==> config.mk <==
export PLATFORM = sky130hd
export DESIGN_NAME = linear_interp_resampler
export DESIGN_NICKNAME = d
export VERILOG_FILES = /design/src/hdl/lir_pkg.sv /design/src/hdl/linear_interp_resampler.sv /design/src/hdl/lir_regs.sv /design/src/hdl/lir_interp.sv
export SDC_FILE = /design/constraint.sdc
export NUM_CORES = 2
export LEC_CHECK = 0
export ABC_AREA = 0
export BUFFER_PORTS_ARGS = -buffer_cell sky130_fd_sc_hd__buf_4
export CAP_MARGIN = 20
export CORE_UTILIZATION = 60
export DETAILED_ROUTE_END_ITERATION = 10
export HOLD_SLACK_MARGIN = 0.02
export PLACE_DENSITY = 0.78
export SKIP_CTS_REPAIR_TIMING = 1
export SLEW_MARGIN = 20
export SYNTH_ARGS = -nofsm -noshare
export SYNTH_HDL_FRONTEND = slang
export SYNTH_SLANG_ARGS = --single-unit
==> constraint.sdc <==
create_clock -name clk -period 11.7 [get_ports clk]
set_clock_uncertainty 0.2 [all_clocks]
set_input_delay 1.17 -clock clk [delete_from_list [all_inputs] [get_ports clk]]
set_output_delay 1.17 -clock clk [all_outputs]
set_load 0.01 [all_outputs]
==> src/hdl/lir_pkg.sv <==
package lir_pkg;

  localparam int SAMPLE_W = 32;
  localparam int STEP_W   = 25;
  localparam int BYTES_W  = 3;
  localparam int VALUE_W  = 9;
  localparam int COUNT_W  = 24;
  localparam int PHASE_W  = STEP_W + 1;
  localparam int OUT_W    = 40;

  localparam logic [STEP_W-1:0]  STEP_RESET  = 25'd65536;
  localparam logic [BYTES_W-1:0] BYTES_RESET = 3'd2;
  localparam logic [COUNT_W-1:0] COUNT_MAX   = {COUNT_W{1'b1}};

  typedef enum logic {
    REG_PHASE_STEP   = 1'b0,
    REG_SAMPLE_BYTES = 1'b1
  } reg_index_t;

  typedef struct packed {
    logic dif_en;
    logic mul_en;
    logic sum_en;
    logic rnd_en;
  } lir_ctrl_t;

endpackage

==> src/hdl/linear_interp_resampler.sv <==
// channel   dir  handshake          payload
// s_*       in   s_tvalid/s_tready  tdata: sample[31:0]; tuser: start_req
// m_*       out  m_tvalid/m_tready  tdata: value[8:0], point_count[32:9]; tlast: last_in_run
// apb       in   psel/penable       phase_step @0x0, sample_bytes @0x4
//
// An item that starts a waveform or falls in a downsampling gap is taken in IDLE and emits no output.
// Otherwise each output passes through four steps of the shared multiply/add/shift unit
// (multiply, sum, round and shift, hold), and HOLD waits while m_tready stays low;
// an item yields n outputs, n at most MAX_RUN.
// s_tready is high only between items. rst is synchronous and clears all control state.
module linear_interp_resampler #(
  parameter int FRAC_BITS = 16,
  parameter int MAX_RUN   = 16
) (
  input  logic        clk,
  input  logic        rst,
  input  logic        s_tvalid,
  output logic        s_tready,
  input  logic [31:0] s_tdata,   // sample[31:0]
  input  logic        s_tuser,   // start_req
  output logic        m_tvalid,
  input  logic        m_tready,
  output logic [39:0] m_tdata,   // value[8:0], point_count[32:9], zero[39:33]
  output logic        m_tlast,
  input  logic        psel,
  input  logic        penable,
  input  logic        pwrite,
  input  logic [2:0]  paddr,
  input  logic [31:0] pwdata,
  output logic [31:0] prdata,
  output logic        pready
);
  import lir_pkg::*;

  localparam int N_W = $clog2(MAX_RUN + 1);
  localparam logic [PHASE_W-1:0] PHASE_ONE = PHASE_W'(1) << FRAC_BITS;

  typedef enum logic [4:0] {
    IDLE = 5'b00001,
    MUL  = 5'b00010,
    SUM  = 5'b00100,
    RND  = 5'b01000,
    HOLD = 5'b10000
  } state_t;

  state_t                     state;
  logic [STEP_W-1:0]          phase_step;
  logic [BYTES_W-1:0]         sample_bytes;
  logic signed [SAMPLE_W-1:0] prev;
  logic signed [SAMPLE_W-1:0] cur;
  logic [PHASE_W-1:0]         phase;
  logic [PHASE_W-1:0]         phase_next;
  logic [COUNT_W-1:0]         emitted;
  logic [COUNT_W-1:0]         point_count;
  logic                       have_prev;
  logic [N_W-1:0]             n;
  logic [N_W-1:0]             n_next;
  logic                       last;
  logic                       in_acc;
  logic signed [VALUE_W-1:0]  value;
  lir_ctrl_t                  ctrl;

  lir_regs u_regs (
    .clk          (clk),
    .rst          (rst),
    .psel         (psel),
    .penable      (penable),
    .pwrite       (pwrite),
    .paddr        (paddr),
    .pwdata       (pwdata),
    .prdata       (prdata),
    .pready       (pready),
    .phase_step   (phase_step),
    .sample_bytes (sample_bytes)
  );

  lir_interp #(.FRAC_BITS(FRAC_BITS)) u_interp (
    .clk          (clk),
    .ctrl         (ctrl),
    .prev_in      (prev),
    .cur_in       ($signed(s_tdata)),
    .frac         (phase[FRAC_BITS-1:0]),
    .sample_bytes (sample_bytes),
    .value        (value)
  );

  assign s_tready = (state == IDLE);
  assign in_acc   = s_tvalid & s_tready;
  assign m_tvalid = (state == HOLD);
  assign m_tlast  = last;
  assign m_tdata  = {{(OUT_W-VALUE_W-COUNT_W){1'b0}}, point_count, value};

  assign phase_next = phase + {1'b0, phase_step};
  assign n_next     = n + 1'b1;

  always_comb begin
    ctrl        = '0;
    ctrl.dif_en = in_acc;
    ctrl.mul_en = (state == MUL);
    ctrl.sum_en = (state == SUM);
    ctrl.rnd_en = (state == RND);
  end

  always_ff @(posedge clk) begin
    if (rst) begin
      state     <= IDLE;
      prev      <= '0;
      phase     <= '0;
      have_prev <= 1'b0;
      emitted   <= '0;
      n         <= '0;
      last      <= 1'b0;
    end else begin
      case (state)
        IDLE: begin
          if (in_acc) begin
            if (s_tuser || !have_prev) begin
              prev      <= $signed(s_tdata);
              phase     <= '0;
              have_prev <= 1'b1;
              emitted   <= '0;
            end else if (phase >= PHASE_ONE) begin
              prev  <= $signed(s_tdata);
              phase <= phase - PHASE_ONE;
            end else begin
              cur   <= $signed(s_tdata);
              n     <= '0;
              state <= MUL;
            end
          end
        end
        MUL: begin
          if (emitted != COUNT_MAX) begin
            emitted <= emitted + 1'b1;
          end
          phase <= phase_next;
          n     <= n_next;
          last  <= !((phase_next < PHASE_ONE) && (n_next < N_W'(MAX_RUN)));
          state <= SUM;
        end
        SUM: begin
          state <= RND;
        end
        RND: begin
          point_count <= emitted;
          state       <= HOLD;
        end
        HOLD: begin
          if (m_tready) begin
            if (last) begin
              phase <= (phase >= PHASE_ONE) ? phase - PHASE_ONE : '0;
              prev  <= cur;
              state <= IDLE;
            end else begin
              state <= MUL;
            end
          end
        end
        default: state <= IDLE;
      endcase
    end
  end

endmodule

==> src/hdl/lir_regs.sv <==
module lir_regs (
  input  logic                          clk,
  input  logic                          rst,
  input  logic                          psel,
  input  logic                          penable,
  input  logic                          pwrite,
  input  logic [2:0]                    paddr,
  input  logic [31:0]                   pwdata,
  output logic [31:0]                   prdata,
  output logic                          pready,
  output logic [lir_pkg::STEP_W-1:0]    phase_step,
  output logic [lir_pkg::BYTES_W-1:0]   sample_bytes
);
  import lir_pkg::*;

  logic wr_en;

  assign pready = 1'b1;
  assign wr_en  = psel & penable & pwrite & pready;

  always_ff @(posedge clk) begin
    if (rst) begin
      phase_step   <= STEP_RESET;
      sample_bytes <= BYTES_RESET;
    end else if (wr_en) begin
      case (paddr[2])
        REG_PHASE_STEP:   phase_step   <= pwdata[STEP_W-1:0];
        REG_SAMPLE_BYTES: sample_bytes <= pwdata[BYTES_W-1:0];
        default: ;
      endcase
    end
  end

  always_comb begin
    case (paddr[2])
      REG_PHASE_STEP:   prdata = {{(32-STEP_W){1'b0}}, phase_step};
      REG_SAMPLE_BYTES: prdata = {{(32-BYTES_W){1'b0}}, sample_bytes};
      default:          prdata = '0;
    endcase
  end

endmodule

==> src/hdl/lir_interp.sv <==
module lir_interp #(
  parameter int FRAC_BITS = 16
) (
  input  logic                               clk,
  input  lir_pkg::lir_ctrl_t                 ctrl,
  input  logic signed [lir_pkg::SAMPLE_W-1:0] prev_in,
  input  logic signed [lir_pkg::SAMPLE_W-1:0] cur_in,
  input  logic [FRAC_BITS-1:0]               frac,
  input  logic [lir_pkg::BYTES_W-1:0]        sample_bytes,
  output logic signed [lir_pkg::VALUE_W-1:0] value
);
  import lir_pkg::*;

  localparam int DIFF_W = SAMPLE_W + 1;
  localparam int PROD_W = DIFF_W + FRAC_BITS + 1;
  localparam int NUM_W  = PROD_W + 1;

  logic signed [SAMPLE_W-1:0] base;
  logic signed [DIFF_W-1:0]   diff;
  logic signed [PROD_W-1:0]   prod;
  logic signed [NUM_W-1:0]    num;
  logic signed [NUM_W-1:0]    bias;
  logic signed [NUM_W-1:0]    rsum;
  logic signed [NUM_W-1:0]    quot;
  logic signed [NUM_W-1:0]    shifted;
  logic [BYTES_W-1:0]         bytes_m1;
  logic [BYTES_W+2:0]         shamt;

  always_ff @(posedge clk) begin
    if (ctrl.dif_en) begin
      base <= prev_in;
      diff <= $signed({cur_in[SAMPLE_W-1], cur_in}) - $signed({prev_in[SAMPLE_W-1], prev_in});
    end
    if (ctrl.mul_en) begin
      prod <= diff * $signed({1'b0, frac});
    end
    if (ctrl.sum_en) begin
      num <= $signed({{(NUM_W-SAMPLE_W-FRAC_BITS){base[SAMPLE_W-1]}}, base, {FRAC_BITS{1'b0}}})
           + $signed({prod[PROD_W-1], prod});
    end
    if (ctrl.rnd_en) begin
      value <= shifted[VALUE_W-1:0];
    end
  end

  always_comb begin
    bias     = num[NUM_W-1] ? $signed({{(NUM_W-FRAC_BITS){1'b0}}, {FRAC_BITS{1'b1}}})
                            : $signed({NUM_W{1'b0}});
    rsum     = num + bias;
    quot     = rsum >>> FRAC_BITS;
    bytes_m1 = (sample_bytes == '0) ? '0 : sample_bytes - 1'b1;
    shamt    = {bytes_m1, 3'b000};
    shifted  = quot >>> shamt;
  end

endmodule
==> metrics.txt <==
# TYPE chip_impl_metric gauge
chip_impl_metric{name="h-tree-depth",unit=""} 2
chip_impl_metric{name="synth_cell_type_count",unit=""} 81
chip_impl_metric{name="avgRoutedWirePerCell",unit="um"} 18.3
chip_impl_metric{name="worst_supply_voltage_drop_on_vdd",unit="mV"} 0.0866
chip_impl_metric{name="ios",unit=""} 151
chip_impl_metric{name="routed-via-count",unit=""} 27200
chip_impl_metric{name="dr.first_iter.drc_count",unit=""} 1853
chip_impl_metric{name="synth_seq_cells",unit=""} 353
chip_impl_info{name="crit_start",value="phase[8]"} 1
chip_impl_metric{name="period_share",unit="%"} 66.6
chip_impl_info{name="netlist_top_cells_count",value="sky130_fd_sc_hd__inv_1, sky130_fd_sc_hd__nand2_1, sky130_fd_sc_hd__fa_1"} 1
chip_impl_metric{name="clk_transition_reported_paths",unit="ns"} 0.07
chip_impl_metric{name="grt_pass1_wl",unit="um"} 143000
chip_impl_metric{name="syn_area_per_cell",unit="um^2"} 9.43
chip_impl_info{name="worstPathCellList",value="buf_4 -> nand2_1 -> fa_1 -> inv_1 -> fa_1 -> inv_1 -> fa_1 -> inv_1 -> fa_1 -> fa_1 -> inv_1 -> fa_1 -> inv_1 -> ha_1 -> a21o_1 -> a31oi_1 -> o21bai_1 -> a211o_1 -> a211oi_1 -> o211ai_1 -> a21oi_2 -> o21a_1 -> o21bai_1 -> xor2_1"} 1
chip_impl_metric{name="multiInputGateArea",unit="um^2"} 24200
chip_impl_metric{name="power_per_cell_area",unit="nW/um^2"} 106
chip_impl_info{name="endpoint_of_the_worst_setup_timing_path",value="u_interp.prod[42]"} 1
chip_impl_metric{name="drt_wl_total",unit="um"} 86800
chip_impl_metric{name="cts_max_path_buffers",unit=""} 3
chip_impl_metric{name="floorplan.rows",unit=""} 90
chip_impl_info{name="rsz0062_at_grt",value="false"} 1
chip_impl_info{name="netlist_top_cells_area",value="sky130_fd_sc_hd__fa_1, sky130_fd_sc_hd__edfxtp_1, sky130_fd_sc_hd__ha_1"} 1
chip_impl_metric{name="crit_buf_inv",unit=""} 6
chip_impl_metric{name="max_freq",unit="GHz"} 0.128
chip_impl_metric{name="die_x",unit="um"} 250
chip_impl_metric{name="post-synth-top-area-fraction",unit="%"} 27.5
chip_impl_metric{name="y_dimension_of_the_die",unit="um"} 250
chip_impl_metric{name="cp_depth",unit=""} 24
chip_impl_metric{name="core_area",unit="um^2"} 60500
chip_impl_info{name="synth_top_area_cell",value="sky130_fd_sc_hd__fa_1"} 1
chip_impl_metric{name="layout.area.seq",unit="um^2"} 9390
chip_impl_info{name="library_cell_with_the_highest_instance_count_after_synthesis",value="sky130_fd_sc_hd__inv_1"} 1
chip_impl_metric{name="die-area",unit="um^2"} 62400
chip_impl_info{name="crit_top_cell",value="sky130_fd_sc_hd__fa_1"} 1
chip_impl_metric{name="worst_skew_pair.late_latency",unit="ns"} 0.52
chip_impl_metric{name="synth_edf_count",unit=""} 231
chip_impl_metric{name="timing.max_slew.rel_slack",unit="%"} 28.7
chip_impl_metric{name="antenna_found_initial",unit=""} 4
chip_impl_metric{name="crit_arrival",unit="ns"} 7.86
chip_impl_metric{name="layout.filler_cells",unit=""} 4784
chip_impl_metric{name="timing.critical_path.fanout_max",unit=""} 29
chip_impl_info{name="cell_type_of_the_slowest_stage_on_the_worst_timing_path",value="sky130_fd_sc_hd__fa_1"} 1
chip_impl_metric{name="io_buffer_count",unit=""} 126
chip_impl_metric{name="grt.overflow.total",unit=""} 0
chip_impl_metric{name="detailedRoute.firstPassIterationCount",unit=""} 6
chip_impl_metric{name="critical_path_s_largest_stage_delay",unit="ns"} 0.56
chip_impl_metric{name="first_global_vias",unit=""} 28300
chip_impl_metric{name="viasPerCell",unit=""} 5.72
chip_impl_metric{name="worst_pin_slew",unit="ns"} 1.07
chip_impl_metric{name="place.detailed.instances",unit=""} 4689
chip_impl_info{name="crit-reg2reg-capture",value="u_interp.prod[42]"} 1
chip_impl_metric{name="syn_inst",unit=""} 3905
chip_impl_metric{name="design.final.nets",unit=""} 4756
chip_impl_metric{name="worst-r2r-cell-count",unit=""} 24
chip_impl_metric{name="remaining_number_of_nets_flagged_by_the_antenna_check_after_routing",unit=""} 0
chip_impl_metric{name="yosysWarningCount",unit=""} 0
chip_impl_metric{name="layout-area-overhead-vs-synth",unit="%"} 7.47
chip_impl_metric{name="final-hold-violation-count",unit=""} 0
chip_impl_info{name="criticalPathCategory",value="reg2reg"} 1
chip_impl_metric{name="timing.final.crit_period",unit="ns"} 7.80
chip_impl_metric{name="asyncSetResetFlopFracSynth",unit="%"} 0
chip_impl_metric{name="setup-tns-final",unit="ns"} 0
chip_impl_info{name="status",value="complete, no violations"} 1
chip_impl_info{name="cp_top_family",value="adder cells"} 1
chip_impl_info{name="critical_path.reg2reg.startpoint",value="phase[8]"} 1
chip_impl_metric{name="setup_violations",unit=""} 0
chip_impl_metric{name="effective_utilization_at_floorplan",unit="%"} 60.9
chip_impl_metric{name="cts.sink_count",unit=""} 353
chip_impl_metric{name="routabilityCongestion",unit=""} 0.932
chip_impl_metric{name="netlist_area",unit="um^2"} 36800
chip_impl_info{name="cp-start-kind",value="flop"} 1
chip_impl_metric{name="grt_start_max_net_pins",unit=""} 101
chip_impl_metric{name="r2r_slack",unit="ns"} 3.90
chip_impl_metric{name="leakagePower",unit="nW"} 18.3
chip_impl_metric{name="cp.required",unit="ns"} 11.77
chip_impl_info{name="yosys_most_used_dff",value="sky130_fd_sc_hd__edfxtp_1"} 1
chip_impl_metric{name="timing.max_cap.violations",unit=""} 0
chip_impl_metric{name="final_cell_count_without_fillers",unit=""} 4753
chip_impl_metric{name="place.detailed.hpwl",unit="um"} 65400
chip_impl_metric{name="slew_violations",unit=""} 0
chip_impl_metric{name="whs_path_depth",unit=""} 0
chip_impl_metric{name="ys_seq_area_share",unit="%"} 25.5
chip_impl_info{name="root_buf_cell",value="sky130_fd_sc_hd__clkbuf_16"} 1
chip_impl_info{name="critPathCaptureType",value="flop"} 1
chip_impl_info{name="timing.hold.worst.class",value="reg2reg"} 1
chip_impl_metric{name="drive_above_1_share",unit="%"} 6.55
chip_impl_metric{name="tritoncts.num_buffers",unit=""} 34
chip_impl_metric{name="grt_usage",unit="%"} 28.8
chip_impl_info{name="cts_tree",value="built"} 1
chip_impl_metric{name="drc",unit=""} 0
==> logic make-up (layout without fill, tap and decap cells) <==
group,after synthesis,after routing,share of synthesized area (%)
simple gates,1231,1231,15.9
buf+inv,853,905,8.87
fa+ha+maj,737,737,35.4
compound gates,545,545,9.97
flops,353,353,25.5
xor+xnor,175,175,4.16
mux,9,9,0.258
other cells,2,16,0.0204
==> area by class of cell <==
class / count / share of cell area (%)
multi-input combinational: 2712 / 61.3
sequential: 353 / 23.7
inverter: 686 / 6.51
timing repair buffer: 157 / 3.01
clock buffer: 47 / 2.65
tap: 782 / 2.47
clock inverter: 15 / 0.351
antenna: 1 / 0.00632
==> layer usage <==
layer	share of wire (%)	wire length, um	vias to the layer above	global-route usage (%)
met3	7.7	6650	206	4.15
li1	-	-	12500	-
met5	0.036	31	-	0
met4	3.4	2930	4	9.95
met1	41	35400	13300	37.4
met2	48	41900	1069	49.4
==> worst min-delay path by stage <==
stage                      from              end  slack (ns)
6_report       u_interp.prod[1]  u_interp.num[1]        0.22
5_1_grt        u_interp.prod[4]  u_interp.num[4]        0.22
2_1_floorplan  u_interp.prod[0]  u_interp.num[0]        0.20
3_5_place_dp   u_interp.prod[4]  u_interp.num[4]        0.21
4_1_cts        u_interp.prod[4]  u_interp.num[4]        0.22
3_3_place_gp   u_interp.prod[0]  u_interp.num[0]        0.20
==> placed cells by master (no fill, tap or decap), types with 12 or more instances in the layout <==
cell type / n
sky130_fd_sc_hd__dfxtp_1: 115
sky130_fd_sc_hd__xnor2_1: 102
sky130_fd_sc_hd__a311oi_1: 33
sky130_fd_sc_hd__conb_1: 15
sky130_fd_sc_hd__fa_1: 506
sky130_fd_sc_hd__o21ai_0: 80
sky130_fd_sc_hd__or3_1: 16
sky130_fd_sc_hd__xor2_1: 73
sky130_fd_sc_hd__clkbuf_16: 40
sky130_fd_sc_hd__nor4_1: 12
sky130_fd_sc_hd__o211ai_1: 12
sky130_fd_sc_hd__inv_1: 684
sky130_fd_sc_hd__and2_1: 219
sky130_fd_sc_hd__a31oi_1: 13
sky130_fd_sc_hd__nor2b_1: 42
sky130_fd_sc_hd__nor2_1: 185
sky130_fd_sc_hd__ha_1: 231
sky130_fd_sc_hd__nand4_1: 28
sky130_fd_sc_hd__and3_1: 22
sky130_fd_sc_hd__nand3_1: 51
sky130_fd_sc_hd__a211oi_1: 14
sky130_fd_sc_hd__a21o_1: 71
sky130_fd_sc_hd__a22oi_1: 27
sky130_fd_sc_hd__edfxtp_1: 231
sky130_fd_sc_hd__o21a_1: 24
sky130_fd_sc_hd__buf_4: 156
sky130_fd_sc_hd__nand2b_1: 22
sky130_fd_sc_hd__a21oi_1: 162
sky130_fd_sc_hd__nand2_1: 551
sky130_fd_sc_hd__nor3_1: 34
sky130_fd_sc_hd__o21bai_1: 18
==> registers in the layout (all words and copies together), names as in the netlist <==
signal / count
cur: 32
emitted: 24
have_prev: 1
m_tlast: 1
n: 5
phase: 26
point_count: 24
prev: 32
state: 5
u_interp.base: 32
u_interp.diff: 33
u_interp.num: 51
u_interp.prod: 50
u_interp.value: 9
u_regs.phase_step: 25
u_regs.sample_bytes: 3
==> metrics by stage <==
step                util (%)  hold WS (ns)  total power [mW]  instance area [um^2]  setup WS, ns
finish                  65.4         0.221              4.20                 39600          3.90
floorplan                  -         0.200              2.60                 36900          4.76
global placement        63.4         0.202              3.00                 38400          4.05
global route            65.4         0.224              4.39                 39600          3.59
detailed placement      63.4         0.205              3.02                 38400          3.93
CTS                     65.4         0.221              4.18                 39500          3.90
==> power by group <==
group,internal (mW),leakage [nW],switching (mW)
registers,1.56,3.07,0.343
clock network,0.660,0.577,0.486
logic,0.443,14.7,0.713
Power figures use the tool's default switching activity.
